==> src/sv/sensor_health_hourly_buckets_defines.svh <==
// ----------------------------------------------------------------------------
// Sensor health hourly buckets: assertion macros
// Shared concurrent check forms used at the end of the top level.
// ----------------------------------------------------------------------------
`ifndef SENSOR_HEALTH_HOURLY_BUCKETS_DEFINES_SVH
`define SENSOR_HEALTH_HOURLY_BUCKETS_DEFINES_SVH

// same-cycle implication, held off during reset
`define SHB_ASSERT_NOW(lbl, clk, rst_n, ante, cons) \
    lbl: assert property (@(posedge clk) disable iff (!(rst_n)) (ante) |-> (cons)) \
        else $error("shb check failed");

// next-cycle implication, held off during reset
`define SHB_ASSERT_NEXT(lbl, clk, rst_n, ante, cons) \
    lbl: assert property (@(posedge clk) disable iff (!(rst_n)) (ante) |=> (cons)) \
        else $error("shb check failed");

`endif

==> src/sv/shb_pkg.sv <==
// ----------------------------------------------------------------------------
// shb_pkg
// Types and codes shared by the sensor health bucket controller and datapath.
// ----------------------------------------------------------------------------
package shb_pkg;

    // result outcome codes
    localparam logic [2:0] OUT_READ         = 3'd0;
    localparam logic [2:0] OUT_ERROR        = 3'd1;
    localparam logic [2:0] OUT_SLEEP        = 3'd2;
    localparam logic [2:0] OUT_RATE_LIMITED = 3'd3;
    localparam logic [2:0] OUT_REPORT       = 3'd4;

    // bucket status codes
    localparam logic [1:0] ST_UNKNOWN = 2'd0;
    localparam logic [1:0] ST_OK      = 2'd1;
    localparam logic [1:0] ST_WARN    = 2'd2;
    localparam logic [1:0] ST_ERR     = 2'd3;

    // configuration register indexes
    localparam logic [1:0] CFG_DATA_INTERVAL = 2'd0;
    localparam logic [1:0] CFG_EMPTY_IS_ERR  = 2'd1;
    localparam logic [1:0] CFG_PERIODIC      = 2'd2;
    localparam logic [1:0] CFG_SLOT_LENGTH   = 2'd3;

    // request types
    localparam logic REQ_POLL   = 1'b0;
    localparam logic REQ_REPORT = 1'b1;

    // quotient bits produced by the divider, one per cycle
    localparam int DIV_STEPS = 32;

    typedef enum logic [3:0] {
        S_IDLE,
        S_DIV,
        S_ROT,
        S_ROT_STEP,
        S_RD,
        S_UPD,
        S_HOLD,
        S_RPT_RD,
        S_RPT_LD,
        S_RPT_HOLD
    } shb_state_t;

    typedef struct packed {
        logic cap_poll;   // latch poll, start divider
        logic cap_rpt;    // latch report, set oldest bucket pointer
        logic rot_set;    // apply quotient: new slot start, jump or set step count
        logic rot_step;   // advance one bucket and clear it
        logic rd_cur;     // read current bucket
        logic upd;        // update current bucket, load result
        logic rpt_rd;     // read bucket at report pointer
        logic rpt_ld;     // load report result, advance pointer
    } shb_cmd_t;

    typedef struct packed {
        logic div_busy;
        logic k_step;     // quotient nonzero and below the ring size
        logic steps_one;  // last rotate step
        logic out_valid;
        logic out_last;
    } shb_sts_t;

endpackage

==> src/sv/shb_ram.sv <==
// ----------------------------------------------------------------------------
// shb_ram
// Generic single-write, single-read RAM with registered read data.
// ----------------------------------------------------------------------------
module shb_ram #(
    parameter int WIDTH = 64,
    parameter int DEPTH = 24
) (
    input  logic                     aclk,
    input  logic                     we,
    input  logic [$clog2(DEPTH)-1:0] waddr,
    input  logic [WIDTH-1:0]         wdata,
    input  logic [$clog2(DEPTH)-1:0] raddr,
    output logic [WIDTH-1:0]         rdata
);

    logic [WIDTH-1:0] mem [DEPTH];

    always_ff @(posedge aclk) begin
        if (we) begin
            mem[waddr] <= wdata;
        end
        rdata <= mem[raddr];
    end

endmodule

==> src/sv/shb_div.sv <==
// ----------------------------------------------------------------------------
// shb_div
// Restoring divider, one quotient bit per cycle; also keeps quotient mod SLOTS.
// ----------------------------------------------------------------------------
module shb_div import shb_pkg::*; #(
    parameter int SLOTS = 24
) (
    input  logic                     aclk,
    input  logic                     aresetn,
    input  logic                     start,
    input  logic [31:0]              dividend,
    input  logic [30:0]              divisor,
    output logic                     busy,
    output logic [31:0]              quot,
    output logic [30:0]              rem,
    output logic [$clog2(SLOTS)-1:0] qmod
);

    localparam int SW   = $clog2(SLOTS);
    localparam int CNTW = $clog2(DIV_STEPS);
    localparam logic [SW:0]     SLOTS_W  = (SW+1)'(SLOTS);
    localparam logic [CNTW-1:0] CNT_LAST = CNTW'(DIV_STEPS - 1);

    logic            busy_reg;
    logic [CNTW-1:0] cnt_reg;
    logic [31:0]     dvd_reg;
    logic [30:0]     dsr_reg;
    logic [30:0]     rem_reg, rem_next;
    logic [SW-1:0]   qm_reg, qm_next;
    logic [31:0]     rem_sh, diff;
    logic            ge;
    logic [SW:0]     qm2;

    always_comb begin
        rem_sh   = {rem_reg, dvd_reg[31]};
        diff     = rem_sh - {1'b0, dsr_reg};
        ge       = rem_sh >= {1'b0, dsr_reg};
        rem_next = ge ? diff[30:0] : rem_sh[30:0];
        qm2      = {qm_reg, ge};
        qm_next  = (qm2 >= SLOTS_W) ? SW'(qm2 - SLOTS_W) : qm2[SW-1:0];
    end

    always_ff @(posedge aclk) begin
        if (!aresetn) begin
            busy_reg <= 1'b0;
            cnt_reg  <= '0;
        end else if (start) begin
            busy_reg <= 1'b1;
            cnt_reg  <= '0;
        end else if (busy_reg) begin
            cnt_reg <= cnt_reg + 1'b1;
            if (cnt_reg == CNT_LAST) begin
                busy_reg <= 1'b0;
            end
        end
    end

    always_ff @(posedge aclk) begin
        if (start) begin
            dvd_reg <= dividend;
            dsr_reg <= divisor;
            rem_reg <= '0;
            qm_reg  <= '0;
        end else if (busy_reg) begin
            dvd_reg <= {dvd_reg[30:0], ge};
            rem_reg <= rem_next;
            qm_reg  <= qm_next;
        end
    end

    assign busy = busy_reg;
    assign quot = dvd_reg;
    assign rem  = rem_reg;
    assign qmod = qm_reg;

endmodule

==> src/sv/shb_dp.sv <==
// ----------------------------------------------------------------------------
// shb_dp
// Datapath: config, time state, bucket ring with valid bits, result register.
// ----------------------------------------------------------------------------
module shb_dp import shb_pkg::*; #(
    parameter int SLOTS        = 24,
    parameter int COUNT_WIDTH  = 16,
    parameter int MAX_READINGS = 8
) (
    input  logic                                  aclk,
    input  logic                                  aresetn,
    input  shb_cmd_t                              cmd,
    output shb_sts_t                              sts,
    input  logic                                  cfg_we,
    input  logic [1:0]                            cfg_index,
    input  logic [30:0]                           cfg_wdata,
    input  logic [31:0]                           s_now_ms,
    input  logic [$clog2(MAX_READINGS+1)-1:0]     s_reading_count,
    input  logic [31:0]                           s_latency_us,
    input  logic                                  m_ready,
    output logic                                  m_valid,
    output logic [2:0]                            m_outcome,
    output logic                                  m_recovered,
    output logic [COUNT_WIDTH-1:0]                m_bucket_reads,
    output logic [COUNT_WIDTH-1:0]                m_bucket_errors,
    output logic [31:0]                           m_bucket_latency_us,
    output logic [1:0]                            m_bucket_status,
    output logic                                  m_last_item
);

    localparam int CW = COUNT_WIDTH;
    localparam int SW = $clog2(SLOTS);
    localparam int RW = 32 + 2*CW;
    localparam logic [SW-1:0] SLOT_LAST = SW'(SLOTS - 1);
    localparam logic [SW:0]   SLOTS_W   = (SW+1)'(SLOTS);

    function automatic logic [1:0] status_of(input logic [CW-1:0] r, input logic [CW-1:0] e);
        logic [1:0] st;
        if (r == '0 && e == '0) st = ST_UNKNOWN;
        else if (e == '0) st = ST_OK;
        else if ({e, 2'b00} < {2'b00, r}) st = ST_WARN;
        else st = ST_ERR;
        return st;
    endfunction

    // configuration
    logic [30:0] interval_reg, slot_len_reg;
    logic        empty_err_reg, periodic_reg;

    always_ff @(posedge aclk) begin
        if (!aresetn) begin
            interval_reg  <= 31'd1000;
            empty_err_reg <= 1'b1;
            periodic_reg  <= 1'b0;
            slot_len_reg  <= 31'd3600000;
        end else if (cfg_we) begin
            case (cfg_index)
                CFG_DATA_INTERVAL: interval_reg  <= cfg_wdata;
                CFG_EMPTY_IS_ERR:  empty_err_reg <= cfg_wdata[0];
                CFG_PERIODIC:      periodic_reg  <= cfg_wdata[0];
                CFG_SLOT_LENGTH:   slot_len_reg  <= cfg_wdata;
                default: ;
            endcase
        end
    end

    // time state
    logic [SW-1:0] cur_reg, cur_next, cur_inc;
    logic [31:0]   slot_start_reg, first_seen_reg, last_success_reg, last_error_reg;
    logic          started_reg, success_valid_reg;
    logic [SLOTS-1:0] valid_reg, valid_next;
    logic [SW-1:0] steps_reg;
    logic [SW-1:0] ptr_reg, rcnt_reg, ptr_inc;
    logic [SW:0]   jump_sum;

    // captured poll
    logic [31:0] ms_reg, lat_reg;
    logic        cnt_nz_reg;

    // divider
    logic [31:0]   div_dvd;
    logic [30:0]   div_dsr;
    logic          div_busy;
    logic [31:0]   div_quot;
    logic [30:0]   div_rem;
    logic [SW-1:0] div_qmod;
    logic          k_zero, k_big;

    assign div_dvd = started_reg ? (s_now_ms - slot_start_reg) : 32'd0;
    assign div_dsr = (slot_len_reg == '0) ? 31'd1 : slot_len_reg;

    shb_div #(.SLOTS(SLOTS)) u_div (
        .aclk     (aclk),
        .aresetn  (aresetn),
        .start    (cmd.cap_poll),
        .dividend (div_dvd),
        .divisor  (div_dsr),
        .busy     (div_busy),
        .quot     (div_quot),
        .rem      (div_rem),
        .qmod     (div_qmod)
    );

    assign k_zero = (div_quot == '0);
    assign k_big  = (div_quot >= 32'(SLOTS));

    // bucket store
    logic          ram_we;
    logic [SW-1:0] ram_raddr;
    logic [RW-1:0] ram_wdata, ram_rdata;
    logic          rd_valid_reg;

    assign ram_raddr = cmd.rd_cur ? cur_reg : ptr_reg;

    shb_ram #(.WIDTH(RW), .DEPTH(SLOTS)) u_ram (
        .aclk  (aclk),
        .we    (ram_we),
        .waddr (cur_reg),
        .wdata (ram_wdata),
        .raddr (ram_raddr),
        .rdata (ram_rdata)
    );

    // bucket contents, never-written entries read as zero
    logic [CW-1:0] b_reads, b_errs, n_reads, n_errs;
    logic [31:0]   b_lat, n_lat;
    logic [31:0]   ref_ms, since_ref, since_err;
    logic          sleep, err_due;
    logic [2:0]    upd_outcome;

    always_comb begin
        b_reads = rd_valid_reg ? ram_rdata[CW-1:0]    : '0;
        b_errs  = rd_valid_reg ? ram_rdata[2*CW-1:CW] : '0;
        b_lat   = rd_valid_reg ? ram_rdata[RW-1:2*CW] : '0;

        ref_ms    = success_valid_reg ? last_success_reg : first_seen_reg;
        since_ref = ms_reg - ref_ms;
        since_err = ms_reg - last_error_reg;
        sleep     = !empty_err_reg && ({1'b0, since_ref} <= {1'b0, interval_reg, 1'b0});
        err_due   = empty_err_reg || (since_err >= {1'b0, interval_reg});

        n_reads     = b_reads;
        n_errs      = b_errs;
        n_lat       = b_lat;
        upd_outcome = OUT_RATE_LIMITED;
        if (cnt_nz_reg) begin
            if (b_reads != '1) n_reads = b_reads + 1'b1;
            n_lat       = b_lat + lat_reg;
            upd_outcome = OUT_READ;
        end else if (sleep) begin
            upd_outcome = OUT_SLEEP;
        end else if (err_due) begin
            if (b_errs != '1) n_errs = b_errs + 1'b1;
            upd_outcome = OUT_ERROR;
        end
        ram_we    = cmd.upd;
        ram_wdata = {n_lat, n_errs, n_reads};
    end

    // ring pointers
    always_comb begin
        cur_inc  = (cur_reg == SLOT_LAST) ? '0 : cur_reg + 1'b1;
        ptr_inc  = (ptr_reg == SLOT_LAST) ? '0 : ptr_reg + 1'b1;
        jump_sum = {1'b0, cur_reg} + {1'b0, div_qmod};
        cur_next = cur_reg;
        valid_next = valid_reg;
        if (cmd.rot_set && k_big) begin
            cur_next   = (jump_sum >= SLOTS_W) ? SW'(jump_sum - SLOTS_W) : jump_sum[SW-1:0];
            valid_next = '0;
        end
        if (cmd.rot_step) begin
            cur_next            = cur_inc;
            valid_next[cur_inc] = 1'b0;
        end
        if (cmd.upd) begin
            valid_next[cur_reg] = 1'b1;
        end
    end

    always_ff @(posedge aclk) begin
        if (!aresetn) begin
            cur_reg           <= '0;
            valid_reg         <= '0;
            started_reg       <= 1'b0;
            success_valid_reg <= 1'b0;
            slot_start_reg    <= '0;
            first_seen_reg    <= '0;
            last_success_reg  <= '0;
            last_error_reg    <= '0;
        end else begin
            cur_reg   <= cur_next;
            valid_reg <= valid_next;
            if (cmd.cap_poll && !started_reg) begin
                started_reg    <= 1'b1;
                slot_start_reg <= s_now_ms;
                first_seen_reg <= s_now_ms;
            end
            // slot start advances by whole slots: poll time minus remainder
            if (cmd.rot_set) begin
                slot_start_reg <= ms_reg - {1'b0, div_rem};
            end
            if (cmd.upd && cnt_nz_reg) begin
                last_success_reg  <= ms_reg;
                success_valid_reg <= 1'b1;
            end
            if (cmd.upd && !cnt_nz_reg && !sleep && err_due) begin
                last_error_reg <= ms_reg;
            end
        end
    end

    // payload-only registers
    always_ff @(posedge aclk) begin
        if (cmd.cap_poll) begin
            ms_reg     <= s_now_ms;
            lat_reg    <= s_latency_us;
            cnt_nz_reg <= (s_reading_count != '0);
        end
        if (cmd.rot_set) begin
            steps_reg <= div_quot[SW-1:0];
        end else if (cmd.rot_step) begin
            steps_reg <= steps_reg - 1'b1;
        end
        if (cmd.cap_rpt) begin
            ptr_reg  <= cur_inc;
            rcnt_reg <= '0;
        end else if (cmd.rpt_ld) begin
            ptr_reg  <= ptr_inc;
            rcnt_reg <= rcnt_reg + 1'b1;
        end
        if (cmd.rd_cur || cmd.rpt_rd) begin
            rd_valid_reg <= valid_reg[ram_raddr];
        end
    end

    // result register
    logic          out_valid_reg;
    logic [2:0]    out_outcome_reg;
    logic          out_rec_reg, out_last_reg;
    logic [CW-1:0] out_reads_reg, out_errs_reg;
    logic [31:0]   out_lat_reg;
    logic [1:0]    out_status_reg;

    always_ff @(posedge aclk) begin
        if (!aresetn) begin
            out_valid_reg <= 1'b0;
        end else if (cmd.upd || cmd.rpt_ld) begin
            out_valid_reg <= 1'b1;
        end else if (m_ready) begin
            out_valid_reg <= 1'b0;
        end
    end

    always_ff @(posedge aclk) begin
        if (cmd.upd) begin
            out_outcome_reg <= upd_outcome;
            out_rec_reg     <= cnt_nz_reg & periodic_reg;
            out_reads_reg   <= n_reads;
            out_errs_reg    <= n_errs;
            out_lat_reg     <= n_lat;
            out_status_reg  <= status_of(n_reads, n_errs);
            out_last_reg    <= 1'b1;
        end else if (cmd.rpt_ld) begin
            out_outcome_reg <= OUT_REPORT;
            out_rec_reg     <= 1'b0;
            out_reads_reg   <= b_reads;
            out_errs_reg    <= b_errs;
            out_lat_reg     <= b_lat;
            out_status_reg  <= status_of(b_reads, b_errs);
            out_last_reg    <= (rcnt_reg == SLOT_LAST);
        end
    end

    assign m_valid             = out_valid_reg;
    assign m_outcome           = out_outcome_reg;
    assign m_recovered         = out_rec_reg;
    assign m_bucket_reads      = out_reads_reg;
    assign m_bucket_errors     = out_errs_reg;
    assign m_bucket_latency_us = out_lat_reg;
    assign m_bucket_status     = out_status_reg;
    assign m_last_item         = out_last_reg;

    assign sts.div_busy  = div_busy;
    assign sts.k_step    = !k_zero && !k_big;
    assign sts.steps_one = (steps_reg == SW'(1));
    assign sts.out_valid = out_valid_reg;
    assign sts.out_last  = out_last_reg;

endmodule

==> src/sv/shb_ctrl.sv <==
// ----------------------------------------------------------------------------
// shb_ctrl
// Sequencer for poll and report requests.
// ----------------------------------------------------------------------------
module shb_ctrl import shb_pkg::*; (
    input  logic       aclk,
    input  logic       aresetn,
    input  logic       s_valid,
    input  logic       s_req_type,
    output logic       s_ready,
    input  logic       m_ready,
    input  shb_sts_t   sts,
    output shb_cmd_t   cmd,
    output shb_state_t state
);

    shb_state_t state_reg, state_next;
    logic       take, out_take;

    // nothing is taken while reset is held
    assign take     = s_valid && aresetn && (state_reg == S_IDLE);
    assign out_take = sts.out_valid && m_ready;

    always_comb begin
        state_next = state_reg;
        case (state_reg)
            S_IDLE: begin
                if (take) state_next = (s_req_type == REQ_REPORT) ? S_RPT_RD : S_DIV;
            end
            S_DIV: begin
                if (!sts.div_busy) state_next = S_ROT;
            end
            S_ROT: begin
                state_next = sts.k_step ? S_ROT_STEP : S_RD;
            end
            S_ROT_STEP: begin
                if (sts.steps_one) state_next = S_RD;
            end
            S_RD:     state_next = S_UPD;
            S_UPD:    state_next = S_HOLD;
            S_HOLD: begin
                if (out_take) state_next = S_IDLE;
            end
            S_RPT_RD: state_next = S_RPT_LD;
            S_RPT_LD: state_next = S_RPT_HOLD;
            S_RPT_HOLD: begin
                if (out_take) state_next = sts.out_last ? S_IDLE : S_RPT_LD;
            end
            default:  state_next = S_IDLE;
        endcase
    end

    always_comb begin
        cmd     = '0;
        s_ready = 1'b0;
        case (state_reg)
            S_IDLE: begin
                s_ready      = aresetn;
                cmd.cap_poll = take && (s_req_type == REQ_POLL);
                cmd.cap_rpt  = take && (s_req_type == REQ_REPORT);
            end
            S_ROT:      cmd.rot_set  = 1'b1;
            S_ROT_STEP: cmd.rot_step = 1'b1;
            S_RD:       cmd.rd_cur   = 1'b1;
            S_UPD:      cmd.upd      = 1'b1;
            S_RPT_RD:   cmd.rpt_rd   = 1'b1;
            S_RPT_LD:   cmd.rpt_ld   = 1'b1;
            S_RPT_HOLD: cmd.rpt_rd   = out_take && !sts.out_last;
            default: ;
        endcase
    end

    always_ff @(posedge aclk) begin
        if (!aresetn) begin
            state_reg <= S_IDLE;
        end else begin
            state_reg <= state_next;
        end
    end

    assign state = state_reg;

endmodule

==> src/sv/sensor_health_hourly_buckets.sv <==
// ----------------------------------------------------------------------------
// sensor_health_hourly_buckets
// Health monitor for one sensor over a ring of SLOTS time buckets.
// ----------------------------------------------------------------------------
//
//  channel | ports                  | moves
//  --------+------------------------+------------------------------------------
//  s_      | s_valid / s_ready      | request: poll outcome or bucket report
//  m_      | m_valid / m_ready      | result: 1 per poll, SLOTS per report
//  cfg_    | cfg_we, index, wdata   | register write, taken on any clock edge with cfg_we high
//
//  Poll: accept, divide (32 quotient bits, then busy drops), apply the quotient,
//  then k ring steps (k below SLOTS, one bucket cleared per cycle), read, update, result wait.
//  Report: oldest bucket first, paced by the registered RAM read and by m_ready.
//  Reset clears the bucket valid bits at once; no clearing pass is run.
//  One request is worked at a time; s_ready drops until its last result
//  has been taken, and a stalled m_ready holds the result register.
//
`include "sensor_health_hourly_buckets_defines.svh"

module sensor_health_hourly_buckets import shb_pkg::*; #(
    parameter int SLOTS        = 24,
    parameter int COUNT_WIDTH  = 16,
    parameter int MAX_READINGS = 8
) (
    input  logic                              aclk,
    input  logic                              aresetn,
    // configuration
    input  logic                              cfg_we,
    input  logic [1:0]                        cfg_index,
    input  logic [30:0]                       cfg_wdata,
    // requests
    input  logic                              s_valid,
    output logic                              s_ready,
    input  logic                              s_req_type,
    input  logic [31:0]                       s_now_ms,
    input  logic [$clog2(MAX_READINGS+1)-1:0] s_reading_count,
    input  logic [31:0]                       s_latency_us,
    // results
    output logic                              m_valid,
    input  logic                              m_ready,
    output logic [2:0]                        m_outcome,
    output logic                              m_recovered,
    output logic [COUNT_WIDTH-1:0]            m_bucket_reads,
    output logic [COUNT_WIDTH-1:0]            m_bucket_errors,
    output logic [31:0]                       m_bucket_latency_us,
    output logic [1:0]                        m_bucket_status,
    output logic                              m_last_item
);

    shb_cmd_t   cmd;
    shb_sts_t   sts;
    shb_state_t state;

    // controller: sequences divide, ring rotation, update and report streaming
    shb_ctrl u_ctrl (
        .aclk       (aclk),
        .aresetn    (aresetn),
        .s_valid    (s_valid),
        .s_req_type (s_req_type),
        .s_ready    (s_ready),
        .m_ready    (m_ready),
        .sts        (sts),
        .cmd        (cmd),
        .state      (state)
    );

    // datapath: config, time state, bucket RAM, result register
    shb_dp #(
        .SLOTS        (SLOTS),
        .COUNT_WIDTH  (COUNT_WIDTH),
        .MAX_READINGS (MAX_READINGS)
    ) u_dp (
        .aclk                (aclk),
        .aresetn             (aresetn),
        .cmd                 (cmd),
        .sts                 (sts),
        .cfg_we              (cfg_we),
        .cfg_index           (cfg_index),
        .cfg_wdata           (cfg_wdata),
        .s_now_ms            (s_now_ms),
        .s_reading_count     (s_reading_count),
        .s_latency_us        (s_latency_us),
        .m_ready             (m_ready),
        .m_valid             (m_valid),
        .m_outcome           (m_outcome),
        .m_recovered         (m_recovered),
        .m_bucket_reads      (m_bucket_reads),
        .m_bucket_errors     (m_bucket_errors),
        .m_bucket_latency_us (m_bucket_latency_us),
        .m_bucket_status     (m_bucket_status),
        .m_last_item         (m_last_item)
    );

    // a new request is never taken while a result is pending
    `SHB_ASSERT_NOW(a_no_overlap, aclk, aresetn, s_ready, !m_valid)
    // a poll gives exactly one result
    `SHB_ASSERT_NOW(a_poll_single, aclk, aresetn,
        m_valid && (m_outcome != OUT_REPORT), m_last_item)
    // report results never flag recovery
    `SHB_ASSERT_NOW(a_rpt_no_rec, aclk, aresetn,
        m_valid && (m_outcome == OUT_REPORT), !m_recovered)
    // nothing follows the final result of a request, and the sequencer is idle
    `SHB_ASSERT_NEXT(a_last_ends, aclk, aresetn,
        m_valid && m_ready && m_last_item, !m_valid && (state == S_IDLE))

endmodule

==> config.mk <==
export PLATFORM = sky130hd
export DESIGN_NAME = sensor_health_hourly_buckets
export DESIGN_NICKNAME = d
export VERILOG_FILES = /design/src/sv/shb_pkg.sv /design/src/sv/shb_ram.sv /design/src/sv/shb_div.sv /design/src/sv/shb_dp.sv /design/src/sv/shb_ctrl.sv /design/src/sv/sensor_health_hourly_buckets.sv
export VERILOG_INCLUDE_DIRS = /design/src /design/src/sv
export SDC_FILE = /design/constraint.sdc
export NUM_CORES = 2
export LEC_CHECK = 0
export ABC_AREA = 0
export BUFFER_PORTS_ARGS = -buffer_cell sky130_fd_sc_hd__buf_2
export CORE_MARGIN = 4
export CORE_UTILIZATION = 30
export CTS_CLUSTER_SIZE = 25
export DETAILED_ROUTE_END_ITERATION = 6
export PLACE_DENSITY_LB_ADDON = 0.08
export SLEW_MARGIN = 20
export SYNTH_ARGS = -nofsm -noshare
export SYNTH_HDL_FRONTEND = slang
export SYNTH_SLANG_ARGS = --single-unit
export TNS_END_PERCENT = 50
==> constraint.sdc <==
create_clock -name aclk -period 9.15 [get_ports aclk]
set_clock_uncertainty 0.15 [all_clocks]
set_input_delay 1.3725 -clock aclk [delete_from_list [all_inputs] [get_ports aclk]]
set_output_delay 1.3725 -clock aclk [all_outputs]
set_load 0.02 [all_outputs]
==> results.md <==
- Filler cells: between 20,000 and 30,000
- Sequential area share after synthesis: 0.645
- Pwr per Cell Area: ~290 nW/um2
- Site Rows: 202
- Root Buffer: clkbuf_16
- Slew Limit Headroom: 0.259
- Worst flop-to-flop path startpoint: u_dp.success_valid_reg$_SDFFE_PN0P_
- Routability Congestion: about 0.83
- Number of synthesized flops with an enable pin: 1,745
- Slowest library cell on the worst path: fa_1
- Regs by FF count: u_dp.u_ram.mem (1536), u_dp.u_ram.rdata (64)
- Sw Ratio: 0.325
- Number of library cell types mapped by synthesis: 80
- Worst hold-check path type: flip-flop to flip-flop
- Final Hold Viols: 0
- Worst Path Max Fanout: 5
- Drt pass-1 iters: 6
- Non-filler cells, final: between 10,000 and 15,000
- Max Root-Sink Buffers: 4
- Reg-to-Reg End: u_dp.m_bucket_status[0]$_DFFE_PP_
- Num ports: 180
- Largest Register: u_dp.u_ram.mem
- Setup CP Type: flip-flop to flip-flop
- CTS tree: built
- Synth Area in Adders: 0.0417
- Clock Latency Late Sink: 920 ps
- Antenna violations before repair: 9
- Layout cells sized above 1: 0.170
- Routed wire per std cell: 26.6 um
- Layout area overhead: 15.9%
- Clock network power share: 0.317
- Period utilization: 0.926
- Postcts setup bufs: 0
- Peak Freq: 118 MHz
- #FFs+latches synth: about 2,100
- Initial drt markers: 4,115
- Hold worst-path end: u_dp.last_success_reg[17]$_SDFFE_PN0P_
- Largest family of logic cells by synthesized area: multiplexers
- Die ar.: 315,000 um2
- Final Max Slew Viols: 0
- Xor and xnor area share after synthesis: 0.0210
- Pleak: between 30 and 40 nW
- CTS sink count: around 2,100
- Initial Utilization: 0.302
- DRC errors left: 0
- Peak VDD IR: around 0.16 mV
- # H-tree levels: 4
- Worst setup path start: u_dp.success_valid_reg$_SDFFE_PN0P_
- Worst Setup Start Kind: flip-flop
- Placed cell count: approximately 11,000
- Delay of the slowest critical-path stage: ~430 ps
- Syn Area/Cell: about 14 um2
- Max_cap viols: 0
- DR vias/cell: 5.02
- Final critical-path required period: 8470 ps
- CP endpoint kind: flip-flop
- Worst EP arrival: 8930 ps
- Total track usage: 0.184
- Chip Height: about 560 um
- Commonest non-fill, non-tap cell in the layout: edfxtp_1
- Clock transition at the registers of the reported paths: 70 ps
- P_sw: ~10 mW
- Min-Delay Path Depth: 2
- Antenna Nets Post-Route: 0
- Cell Area, Synth: between 90,000 and 100,000 um2
- Vias in the first global route: 57,599
- Mapped Nets: around 7,000
- Die W: 561 um
- Total Wirelength: between 200,000 and 300,000 um
- Core Region: a little over 300,000 um2
- Comb power frac: 0.281
- Mux share of post-synthesis cell area: 0.113
- Largest register FFs: 1,536
- Most frequent CP cell: o21ai_0
- Ys flop type: edfxtp_1
- Worst-Margin Slew: roughly 1100 ps
- Final Setup Violations: 0
- Hold path start: u_dp.last_success_reg[17]$_SDFFE_PN0P_
- Status: complete, no violations
- CTS buffer count: around 240
- Simple-gate share of the synthesized area: 0.0808
- FFs w/ async S/R, synth: 0
- WP buf/inv: 2
- Internal cell power: slightly above 20 mW
- CP required: 9610 ps
- Compound-Gate Fraction of Synth Area: 0.0745
- Setup_tns: 0 ps
- GRT overflow: 0
- Buffers on Ports: roughly 180
- Total number of vias: around 56,000
- Reg2reg setup slack: between 600 and 700 ps
- First-pass GRT wire length: roughly 420,000 um
- Crit-path leading delay family: compound AO/OA/AOI/OAI gates
- Detailed Place HPWL: 176,000 um
- Largest net degree at the start of global routing: roughly 130
- Unrepaired setup endpoints after global routing: false
- Worst reg-to-reg path cell count: 39
- Yosys warnings: 0
- Reg power frac: 0.402
- Final net count: slightly above 7,000
- Most frequent cells in the layout: edfxtp_1, nand2_1, mux4_2, dfxtp_1, a21oi_1
- Post-synthesis cell count: roughly 6,500
power by group through the flow:
| stage | Sequential (mW) | Combinational, mW | Clock, mW |
|---|---|---|---|
| CTS | 12.3 | 8.79 | 10.0 |
| finish | 12.3 | 8.61 | 9.72 |
| floorplan | 12.3 | 5.87 | 0 |
| global route | 12.4 | 9.59 | 10.4 |
| detailed placement | 12.5 | 8.75 | 0 |
| global placement | 12.5 | 8.72 | 0 |
layer usage:
| metal | vias up | wire length, um | global-route usage |
|---|---|---|---|
| met3 | 346 | 11000 | 0.0227 |
| met2 | 1154 | 144000 | 0.313 |
| met4 | 2 | 7260 | 0.0435 |
| li1 | 25261 | - | - |
| met1 | 28979 | 133000 | 0.249 |
| met5 | - | 1 | 0 |
final cells by class:
type,count,area (um2),area share
Antenna cell,3,7.51,0.0000705
Clock buffer,343,6820,0.0641
Clock inverter,110,1150,0.0108
Inverter,276,1050,0.00983
Multi-Input combinational cell,3860,30800,0.290
Sequential cell,2085,59200,0.556
Tap cell,4080,5100,0.0480
Timing Repair Buffer,336,2270,0.0213
tightest hold or removal path: stages, from the launching register on:
cell	delay, ps
dfxtp_1	310
nand2_1	50
a21oi_1	50
through the flow:
stage           util  power, mW  instance area, um2  hold WS, ps  setup slack, ps
2_1_floorplan      -       18.2               91800          283              754
3_3_place_gp   0.324       21.3               98500          293              158
3_5_place_dp   0.324       21.3               98500          297              311
4_1_cts        0.350       31.2              106000          306              234
5_1_grt        0.350       32.4              106000          325             86.9
6_report       0.350       30.7              106000          305              681
worst max path at each step:
| stage | to | cells past startpoint |
|---|---|---|
| global placement | u_dp.m_bucket_status[0]$_DFFE_PP_ | 38 |
| global route | u_dp.m_bucket_status[0]$_DFFE_PP_ | 39 |
| floorplan | u_dp.m_bucket_status[0]$_DFFE_PP_ | 37 |
| detailed placement | u_dp.m_bucket_status[0]$_DFFE_PP_ | 38 |
| finish | u_dp.m_bucket_status[0]$_DFFE_PP_ | 39 |
| CTS | u_dp.m_bucket_status[0]$_DFFE_PP_ | 37 |
logic make-up (layout without fill, tap and decap cells):
logic type                 count (synthesis)  count (layout)
and+or+nand+nor                         1698            1698
xor gates and xnor gates                 220             220
buffers and inverters                    594            1065
adders and majority gates                302             302
muxes                                    549             549
DFF                                     2085            2085
AOI/OAI and AO/OA                       1091            1091
other                                      0               3
synthesized netlist by cell type (40+ instances only):
library cell	n	area, um2
ha_1	295	3690
edfxtp_1	1745	52400
nor2b_1	40	250
nand3_1	153	766
clkbuf_1	249	935
a31oi_1	42	263
nand2b_1	42	263
mux4_2	390	8780
dfxtp_1	340	6810
a21o_1	109	818
inv_1	273	1020
o21ai_0	276	1380
nand2_1	890	3340
a21oi_1	335	1680
o211ai_1	104	781
o21a_1	46	345
xor2_1	75	657
nor2_1	317	1190
mux2i_1	156	1560
xnor2_1	145	1270
buf_1	66	248
nor3_1	55	275
what timing repair did:
action / 4_1_cts / 5_1_grt
gates resized for setup: 0 / 5
setup endpoints to repair: 0 / 1
hold buffers: 0 / 0
(Power assumes the default switching activity.)
